[src/rtl/core/fcca_ram.sv]
// Generic simple dual-port RAM with registered read.
module fcca_ram #(
  parameter int WIDTH = 8,
  parameter int DEPTH = 16
) (
  input  logic                     clk,
  input  logic                     wr_en,
  input  logic [$clog2(DEPTH)-1:0] wr_addr,
  input  logic [WIDTH-1:0]         wr_data,
  input  logic                     rd_en,
  input  logic [$clog2(DEPTH)-1:0] rd_addr,
  output logic [WIDTH-1:0]         rd_data
);

  logic [WIDTH-1:0] mem [DEPTH];

  // Write port
  always_ff @(posedge clk) begin
    if (wr_en) begin
      mem[wr_addr] <= wr_data;
    end
  end

  // Registered read port
  always_ff @(posedge clk) begin
    if (rd_en) begin
      rd_data <= mem[rd_addr];
    end
  end

endmodule

[config.mk]
export PLATFORM = sky130hd
export DESIGN_NAME = fcca_ram
export DESIGN_NICKNAME = d
export VERILOG_FILES = /design/src/rtl/core/fcca_ram.sv
export SDC_FILE = /design/constraint.sdc
export NUM_CORES = 1
export LEC_CHECK = 0
export BUFFER_PORTS_ARGS = -buffer_cell sky130_fd_sc_hd__buf_4
export CORE_UTILIZATION = 59
export DETAILED_ROUTE_END_ITERATION = 6
export GPL_TIMING_DRIVEN = 0
export MAX_ROUTING_LAYER = met4
export PLACE_DENSITY = 0.77
export SYNTH_ARGS = -nofsm -noshare
export SYNTH_HDL_FRONTEND = slang
export SYNTH_SLANG_ARGS = --single-unit
export TNS_END_PERCENT = 10
[constraint.sdc]
create_clock -name clk -period 2.5 [get_ports clk]
set_clock_uncertainty 0.05 [all_clocks]
set_input_delay 0 -clock clk [delete_from_list [all_inputs] [get_ports clk]]
set_output_delay 0 -clock clk [all_outputs]
set_load 0.05 [all_outputs]
==> impl_summary.txt <==
----------------------------------------------------
[Run status]
  Outcome ... completed

[Setup path]
  Startpoint Class ... input port
  Largest delay share family, worst path ... buffers and inverters
  Minimum setup slack among reg-to-reg paths ... ~850 ps
  Destination of the worst register-to-register timing path ... rd_data[3]
  Buffer and inverter count on the worst path ... 3
  Worst reg2reg path depth ... 3
  Arrival time of data at the critical path endpoint ... 1780 ps
  Critical path capture point type ... flip-flop
  Cell breakdown of the critical path ... dlygate4sd3_1 > buf_4 > nor3_1 > dlygate4sd3_1
  Critical Path Max Stage Delay ... 840 ps
  Data required time at the worst endpoint ... 2620 ps
  Worst path slowest cell ... sky130_fd_sc_hd__dlygate4sd3_1
  Crit path kind ... input port to flip-flop
  Top fanout value on the critical path ... 8
  Startpoint of the worst register-to-register path ... mem[4][3]
  Cell occurring most often along the worst timing path ... sky130_fd_sc_hd__dlygate4sd3_1

[Global routing]
  Overflow after GRT ... 0
  Via count of the first global-routing pass ... 2666
  Maximum number of pins on one net before global-route repair ... 17
  Global-route wire length before repair ... 15820 um
  Number of antenna violations at the first check in global routing ... 0
  Total GRT Usage ... 27.38%

[STA]
  Final worst-path setup slack ... around 840 ps
  Hold Slack ... approximately 14 ps
  Clock period minus worst slack ... 1657 ps
  Setup-violating endpoint count in the final report ... 0
  Count of final max-slew check failures ... 0
  Actual slew at the worst max-slew pin ... 1275 ps
  Relative slew slack ... 14.31%
  Setup TNS after final layout ... 0 ps
  Unrepaired setup endpoints after global routing ... no
  Peak clock frequency supported by timing ... around 600 MHz
  Final count of hold timing violations ... 0
  Post-route fraction of the period consumed by the critical path ... around two thirds

[Clock tree]
  Clock-pin slew on the worst setup and hold paths ... roughly 60 ps
  Worst-case clock buffer depth ... 2
  TritonCTS clock tree ... yes
  CTS H-tree lvls ... 4
  Quantity of gates resized following cts ... 0
  TritonCTS buffer count ... 17
  Clock root buffer ... sky130_fd_sc_hd__clkbuf_8
  Clock sink total ... roughly 140
  Later-pin clock latency in the skew report ... 520 ps

[Yosys]
  Share of the synthesized area in the top cell type ... approximately four fifths
  Area share of and/or/nand/nor cells after synthesis ... under 10%
  Multiplexer area fraction after synthesis ... 14.79%
  Sequential share of the synthesized area ... 78.12%
  Mapped Nets ... around 250
  Average cell area after synthesis ... 22.83 um^2
  Synthesized-area fraction occupied by adder cells ... 0%
  Number of distinct library cells after synthesis ... 18
  Post-synth EDFFs ... 136
  Dominant synthesized flop cell ... sky130_fd_sc_hd__edfxtp_1
  Complex-gate fraction of the synthesized area ... 2.298%
  Commonest cells in the netlist ... 136 x sky130_fd_sc_hd__edfxtp_1, 18 x sky130_fd_sc_hd__mux4_2, 16 x sky130_fd_sc_hd__a22oi_1, 14 x sky130_fd_sc_hd__mux4_1, 13 x sky130_fd_sc_hd__nor2_1
  Gate Count Post-Synth ... 229
  Most frequently used cell type in the post-synthesis netlist ... sky130_fd_sc_hd__edfxtp_1
  Cell types with the largest area share after synthesis ... sky130_fd_sc_hd__edfxtp_1 78%, sky130_fd_sc_hd__mux4_2 7.8%, sky130_fd_sc_hd__mux4_1 7.0%, sky130_fd_sc_hd__a22oi_1 2.3%, sky130_fd_sc_hd__nor2_1 0.93%
  Largest family of logic cells by synthesized area ... multiplexers
  Warning count from the yosys run ... 0
  Async set-reset flop share out of synthesis ... 0%
  Cell type with the largest total area after synthesis ... sky130_fd_sc_hd__edfxtp_1
  Mapped cell area ... 0.005228 mm^2
  Yosys reg bits ... 136
  Synth Area in XOR/XNOR ... 0%

[Route]
  First-iteration detailed-routing DRC count ... 251
  Remaining antenna violation count ... 0
  Routed WL per cell ... 26.43 um
  Vias/cell ... 6.547
  Detailed-route via count ... ~2600
  Aggregate routed wire length ... 10680 um
  DRC Markers ... 0
  Number of detailed-routing iterations run before antenna repair ... 6

[Finish]
  Layout cells sized above 1 ... between 20 and 30%
  Count of antenna diodes in the layout ... 0
  Layout Utilization ... 74.80%
  Final nets ... 305
  Area Growth Syn to Fin ... 19.94%
  Filler cell count ... 461

[Placement]
  Number of port buffers ... 25
  Pre-CTS setup slack ... 447.6 ps
  Post-detail-place hpwl ... around 6100 um
  Final estimated routing congestion in global placement ... 0.7258

[Hold path]
  Type of the tightest min-delay check ... input port to flip-flop
  Instance count along the most critical hold path ... 4
  Worst hold endpoint ... rd_data[0]
  Min-delay src ... rd_addr[1]

[Pwr]
  Max VDD drop ... about 0.00069 V
  Power Dens Cells ... between 800 and 900 mW/mm^2
  LEAKAGE ... 2.124 nW

[Floorplan]
  Chip height ... 96.13 um
  Die width ... between 90 and 100 um
  Top-Level Pins ... 27
  Initial cell density of the core ... 62.37%
  Row Count ... 33
  Die footprint ... 0.009241 mm^2
  Placeable core area ... 0.008382 mm^2

[Run]
  Max-cap viol count ... 0

----------------------------------------------------
==> kinds of logic (layout without fill, tap and decap cells) <==
| logic type | Yosys count | after routing |
|---|---|---|
| AOI/OAI and AO/OA | 16 | 16 |
| buffers and inverters | 10 | 80 |
| DFF | 136 | 136 |
| muxes | 32 | 32 |
| and+or+nand+nor | 35 | 35 |
==> layer usage <==
metal | track usage [%] | wire (um) | vias up
li1 | - | - | 1094
met5 | - | 0 | -
met3 | 8.136 | 987 | 26
met1 | 36.11 | 4209 | 1335
met4 | 11.94 | 244 | 0
met2 | 40.13 | 5239 | 190
==> what timing repair did <==
item,4_1_cts,5_1_grt
endpoints found under the setup margin,0,0
hold endpoints to repair,168,0
hold buffers,12,0
buffers inserted,0,0
==> worst reg2reg max path, cell delays in order, from the launching register on <==
cell                       delay [ps]
sky130_fd_sc_hd__edfxtp_1         380
sky130_fd_sc_hd__mux4_1           600
sky130_fd_sc_hd__a22oi_1          250
sky130_fd_sc_hd__nand2_1          110
==> flip-flops by register name (all words and copies together), names as in the netlist <==
name / count
rd_data: 8
mem: 128
==> final cells by class <==
type	count	area, um^2	area share [%]
Sequential cell	136	4084	65.14
Clock buffer	18	417.9	6.665
Timing Repair Buffer	38	312.8	4.989
Buffer	10	86.33	1.377
Clock inverter	14	180.2	2.874
Tap cell	105	131.4	2.095
Multi-Input combinational cell	83	1057	16.86
==> worst max path at each step <==
stage	to	cells after the start	startpoint	slack, ps
finish	mem[4][1]	4	wr_addr[1]	840
CTS	mem[8][7]	3	wr_addr[1]	840
detailed placement	mem[0][7]	3	wr_addr[2]	450
global route	mem[0][1]	3	wr_addr[1]	800
floorplan	mem[0][0]	2	wr_addr[2]	960
global placement	mem[0][0]	3	wr_addr[2]	440
==> per-stage QoR <==
step / power [W] / instance area (um^2) / instances
global route: 0.005534 / 6270 / 404
floorplan: 0.002796 / 5228 / 229
finish: 0.005406 / 6270 / 404
CTS: 0.005419 / 6265 / 403
global placement: 0.002906 / 5547 / 359
detailed placement: 0.002920 / 5547 / 359
==> placed cells by master (no fill, tap or decap) <==
cell / instances
sky130_fd_sc_hd__bufinv_16: 4
sky130_fd_sc_hd__clkinvlp_4: 1
sky130_fd_sc_hd__nand2_1: 9
sky130_fd_sc_hd__clkinv_1: 3
sky130_fd_sc_hd__nand3_1: 1
sky130_fd_sc_hd__a22oi_1: 16
sky130_fd_sc_hd__nor3_1: 4
sky130_fd_sc_hd__nor2b_1: 1
sky130_fd_sc_hd__clkinv_2: 3
sky130_fd_sc_hd__buf_6: 3
sky130_fd_sc_hd__mux4_1: 14
sky130_fd_sc_hd__dlygate4sd3_1: 12
sky130_fd_sc_hd__clkbuf_8: 1
sky130_fd_sc_hd__clkinv_4: 2
sky130_fd_sc_hd__nor2_1: 13
sky130_fd_sc_hd__edfxtp_1: 136
sky130_fd_sc_hd__and2b_1: 1
sky130_fd_sc_hd__nand2b_1: 2
sky130_fd_sc_hd__clkbuf_1: 1
sky130_fd_sc_hd__and2_1: 1
sky130_fd_sc_hd__or3b_2: 1
sky130_fd_sc_hd__clkbuf_2: 1
sky130_fd_sc_hd__buf_2: 3
sky130_fd_sc_hd__clkdlybuf4s25_2: 3
sky130_fd_sc_hd__buf_4: 26
sky130_fd_sc_hd__inv_6: 1
sky130_fd_sc_hd__mux4_2: 18
sky130_fd_sc_hd__clkbuf_16: 16
sky130_fd_sc_hd__nand3b_1: 2
==> where the power goes <==
part | switching [W] | internal (W)
clock | 0.000903 | 0.00161
combinational | 0.000185 | 0.000125
sequential | 0.0000145 | 0.00257
total | 0.00110 | 0.00430
No activity file was read; power rests on OpenSTA's default activity.
