<file path="config.mk">
export PLATFORM = sky130hd
export DESIGN_NAME = fcca_div
export DESIGN_NICKNAME = d
export VERILOG_FILES = /design/src/rtl/core/fcca_pkg.sv /design/src/rtl/core/fcca_div.sv
export SDC_FILE = /design/constraint.sdc
export NUM_CORES = 1
export LEC_CHECK = 0
export BUFFER_PORTS_ARGS = -buffer_cell sky130_fd_sc_hd__buf_4
export CAP_MARGIN = 15
export CORE_AREA = 3 3 114 116
export DETAILED_ROUTE_END_ITERATION = 8
export DIE_AREA = 0 0 117 119
export GPL_ROUTABILITY_DRIVEN = 0
export PLACE_DENSITY = 0.69
export SLEW_MARGIN = 20
export SYNTH_ARGS = -nofsm -noshare
export SYNTH_HDL_FRONTEND = slang
export SYNTH_SLANG_ARGS = --single-unit
</file>
<file path="constraint.sdc">
create_clock -name clk -period 2.65 [get_ports clk]
set_input_delay 0.1325 -clock clk [delete_from_list [all_inputs] [get_ports clk]]
set_output_delay 0.1325 -clock clk [all_outputs]
set_load 0.005 [all_outputs]
</file>
<file path="src/rtl/core/fcca_pkg.sv">
// Shared types and constants for the cluster chain allocator.
package fcca_pkg;

  localparam int TABLE_DEPTH = 4096;
  localparam int ADDR_W      = $clog2(TABLE_DEPTH);
  localparam int POS_W       = ADDR_W + 1;
  localparam int LINK_W      = 28;
  localparam int COUNT_W     = 13;
  localparam int BYTES_W     = 32;
  localparam int CSIZE_W     = 16;

  localparam logic [LINK_W-1:0]  END_MARK    = 28'hFFFFFF8;
  localparam logic [LINK_W-1:0]  FIRST_DATA  = 28'd2;
  localparam logic [LINK_W-1:0]  TABLE_LIMIT = LINK_W'(TABLE_DEPTH);
  localparam logic [COUNT_W-1:0] COUNT_MAX   = '1;
  localparam logic [CSIZE_W-1:0] CSIZE_RESET = 16'd4096;

  typedef enum logic [1:0] {
    FUNC_ALLOC = 2'd0,
    FUNC_FREE  = 2'd1,
    FUNC_READ  = 2'd2,
    FUNC_WRITE = 2'd3
  } func_t;

  typedef enum logic [1:0] {
    STATUS_OK     = 2'd0,
    STATUS_FULL   = 2'd1,
    STATUS_BADARG = 2'd2,
    STATUS_BROKEN = 2'd3
  } status_t;

  typedef enum logic [3:0] {
    ST_CLEAR,
    ST_IDLE,
    ST_DIV,
    ST_ARD,
    ST_ACHK,
    ST_ALINK,
    ST_FRD,
    ST_FCHK,
    ST_RRD,
    ST_DONE
  } fsm_t;

  typedef struct packed {
    func_t               func;
    logic [BYTES_W-1:0]  byte_count;
    logic [LINK_W-1:0]   cluster;
    logic [LINK_W-1:0]   entry_value;
  } req_t;

  typedef struct packed {
    status_t             status;
    logic [LINK_W-1:0]   cluster_out;
    logic [COUNT_W-1:0]  freed_count;
  } rsp_t;

endpackage

</file>
<file path="src/rtl/core/fcca_div.sv">
// Bit-serial divider that returns the rounded-up cluster count for a byte count.
module fcca_div
  import fcca_pkg::*;
(
  input  logic               clk,
  input  logic               rst,
  input  logic               start,
  input  logic [BYTES_W-1:0] dividend,
  input  logic [CSIZE_W-1:0] divisor,
  output logic               done,
  output logic [BYTES_W-1:0] need
);

  localparam int CNT_W = $clog2(BYTES_W);

  logic               busy;
  logic               fin;
  logic [CNT_W-1:0]   cnt;
  logic [BYTES_W-1:0] dq;
  logic [CSIZE_W-1:0] rem;
  logic [CSIZE_W-1:0] dvs;
  logic [CSIZE_W:0]   shifted;
  logic               qbit;
  logic [CSIZE_W-1:0] rem_next;

  // One restoring step: shift in the next dividend bit, subtract if it fits
  always_comb begin
    shifted = {rem, dq[BYTES_W-1]};
    qbit    = (shifted >= {1'b0, dvs});
    if (qbit) begin
      rem_next = CSIZE_W'(shifted - {1'b0, dvs});
    end else begin
      rem_next = shifted[CSIZE_W-1:0];
    end
  end

  // Control: run one bit per cycle, then round up in a final step
  always_ff @(posedge clk) begin
    if (rst) begin
      busy <= 1'b0;
      fin  <= 1'b0;
      done <= 1'b0;
      cnt  <= '0;
    end else begin
      done <= 1'b0;
      if (start) begin
        busy <= 1'b1;
        fin  <= 1'b0;
        cnt  <= '0;
      end else if (busy) begin
        cnt <= cnt + 1'b1;
        if (cnt == CNT_W'(BYTES_W - 1)) begin
          busy <= 1'b0;
          fin  <= 1'b1;
        end
      end else if (fin) begin
        fin  <= 1'b0;
        done <= 1'b1;
      end
    end
  end

  // Datapath: quotient shifts in as the dividend shifts out
  always_ff @(posedge clk) begin
    if (start) begin
      dq  <= dividend;
      rem <= '0;
      dvs <= (divisor == '0) ? CSIZE_W'(1) : divisor;
    end else if (busy) begin
      dq  <= {dq[BYTES_W-2:0], qbit};
      rem <= rem_next;
    end else if (fin) begin
      need <= dq + BYTES_W'(rem != '0);
    end
  end

endmodule

</file>
==> flow_summary.yaml <==
die:
  rows: 40
  die_area_sq_um: 13900
  fp.dieW_microns: 117
  core-area_sq_um: 12000
  fp.dieH_microns: 119
  start_util: 0.453
  pin_count: 84
global_routing:
  grt_pass1_vias: 3943
  gr-usage-all-layers: 0.175
  grt_overflow: 0
  grt_start_max_net_pins: 38
  antenna_found_initial: 0
  grt_first_pass_wirelength_microns: 19400
power:
  pwr-share-comb: 0.162
  clkPwrFrac: 0.350
  p_switching_mw: 1.05
  p_leak_nw: 2.68
  power.density_nw_per_um2: 594
  p_int_mw: 2.95
  vdd.ir_drop.worst_v: 0.000400
  seq_power_share: 0.489
  switching_share: 0.263
synth:
  syn_area_sq_um: 5440
  synthDominantCellAreaShare: 0.441
  postSynth.asyncResetShare: 0
  syn_nets: 546
  yosysSeqAreaShare: 0.530
  ys_ff_latch: 104
  yosysMostFrequentCell: "edfxtp_1"
  ys_top_cells_by_area: "edfxtp_1 44%, dfxtp_1 8.8%, mux2_2 6.2%"
  synthCells: 474
  synth_warnings: 0
  yosys-top-cells-count: "80 x edfxtp_1, 35 x xnor2_1, 32 x nor2_1"
  synthDistinctLibCells: 57
  synth_edf_count: 80
  synth_area_leader_cell: "edfxtp_1"
  synth_area_per_cell_sq_um: 11.5
  ys.flop_type: "edfxtp_1"
route:
  wl_per_cell_microns: 16.8
  vias: 4086
  drc_errors: 0
  routed_via_density: 5.68
  drtIter0Drc: 290
  drt-total-wl_microns: 12100
  ant_nets: 0
  firstDrtPassIters: 5
worst_setup_path:
  cp_data_arrival_time_ps: 2790
  end_kind: "flip-flop"
  path_class: "reg -> reg"
  start_kind: "flip-flop"
  required_ps: 2880
  crit_fanout: 3
place:
  portBuffers: 83
  dp_hpwl_microns: 8780
  dp_slack_ps: -25.3
cells_and_area:
  area_delta_synth_final_pct: 23.9
  antenna_cells: 0
  regArea_sq_um: 2880
  fill_cells: 994
  multi_input_area_sq_um: 2380
  layout-drive-gt1-share: 0.283
  fin_nets: 640
cts:
  cts_buffers: 9
  h-tree-depth: 3
  ctsRootBufferMaster: "clkbuf_16"
  cts.clk_slew.worst_paths_ps: 70
  tritoncts: "done"
  cts.sinks: 104
  cts_buffer_depth: 2
  clock_latency_ps: 340
timing:
  fin_crit_ps: 2560
  fin_crit_sh: 0.966
  tightest_slew_ps: 517
  slew_viol_final: 0
  setup_viol: 0
  slew_headroom: 0.655
  finalHoldViolations: 0
  fmax_mhz: 391
  clock_skew_ps: 11.0
  fin_ws_ps: 89.8
  hold-worst-slack_ps: 47.3
run_status:
  status: "finished, final reports clean"
min_path:
  hp-class: "in -> reg"
run:
  maxCapViolCount: 0
state kept, by name, summed over array words and instances, names as in the netlist:
signal / flops
dq: 32
need: 32
dvs: 16
rem: 16
cnt: 5
busy: 1
done: 1
fin: 1
repair_timing:
action / CTS / global route
setup endpoints to repair: 1 / 12
endpoints found under the hold margin: 16 / 0
gates resized for setup: 1 / 6
hold buffers: 16 / 0
buffers inserted: 0 / 1
pin swaps: 0 / 3
metal layers:
layer  wire [microns]  vias up  share of wire  GRT usage
met2             5880      162           0.49      0.299
met5                0        -              0          0
met4              211        0          0.017     0.0523
met1             5200     1955           0.43      0.225
met3              769       17          0.064     0.0305
li1                 -     1952              -          -
kinds of logic (layout without fill, tap and decap cells):
family	after synthesis	count (layout)	share of synthesized area
adders and majority gates	21	21	0.0497
AOI/OAI and AO/OA	78	78	0.108
muxes	32	32	0.0658
xor gates and xnor gates	44	44	0.0708
and+or+nand+nor	142	142	0.137
buffers and inverters	53	152	0.0386
DFF	104	104	0.530
cells in the final DEF, fill, tap and decap left out, types with 6 or more instances in the layout:
cell type and n:
nor2_1 31, nor3_1 6, ha_1 20, nor4_1 9, a311oi_1 6, inv_1 22, edfxtp_1 80, nand3_1 22
and3_1 19, o21ai_0 9, buf_4 98, nand4_1 8, dfxtp_1 24, a21o_1 8, mux2_2 30, xor2_1 9
a21oi_1 12, xnor2_1 35, clkbuf_16 9, nand2_1 21, dlygate4sd3_1 16, a31oi_1 8
cell type report:
class,instances,area share
Timing Repair Buffer,114,0.133
Clock inverter,7,0.0141
Tap cell,147,0.0273
Clock buffer,9,0.0334
Inverter,22,0.0122
Multi-Input combinational cell,317,0.352
Sequential cell,104,0.428
critical path, cell delays in order (launching register included):
cell and delay [ps]:
edfxtp_1 390, inv_1 90, ha_1 150, inv_1 50, fa_2 340, a21o_1 200, a221o_1 380, a21oi_2 230
a31oi_2 130, xnor2_1 150, o31ai_2 340
power groups by stage:
stage	Combinational (mW)	Sequential, mW	Clock (mW)
after floorplan	0.432	1.97	0
after global placement	0.603	1.99	0
after detailed placement	0.610	1.99	0
after CTS	0.634	1.96	1.42
after global routing	0.712	1.97	1.50
final	0.648	1.96	1.40
worst paths after layout:
check | startpoint | depth (start not counted) | slack [ps] | to
worst max-delay path | dq[31] | 10 | 90 | rem[14]
worst max register to register | dq[31] | 10 | 90 | rem[14]
worst min register to register | fin | 2 | 500 | done
worst min-delay path | divisor[0] | 2 | 50 | dvs[0]
per-stage QoR:
| step | std cells | utilization | TNS, ps | cell area (sq um) | power (mW) |
|---|---|---|---|---|---|
| after global routing | 720 | 0.561 | -7.03 | 6740 | 4.19 |
| after floorplan | 474 | - | 0 | 5440 | 2.41 |
| after detailed placement | 687 | 0.519 | -25.3 | 6230 | 2.60 |
| after CTS | 719 | 0.559 | 0 | 6710 | 4.01 |
| after global placement | 687 | 0.519 | -12.4 | 6230 | 2.59 |
| final | 720 | 0.561 | 0 | 6740 | 4.01 |
(Power assumes the default switching activity.)
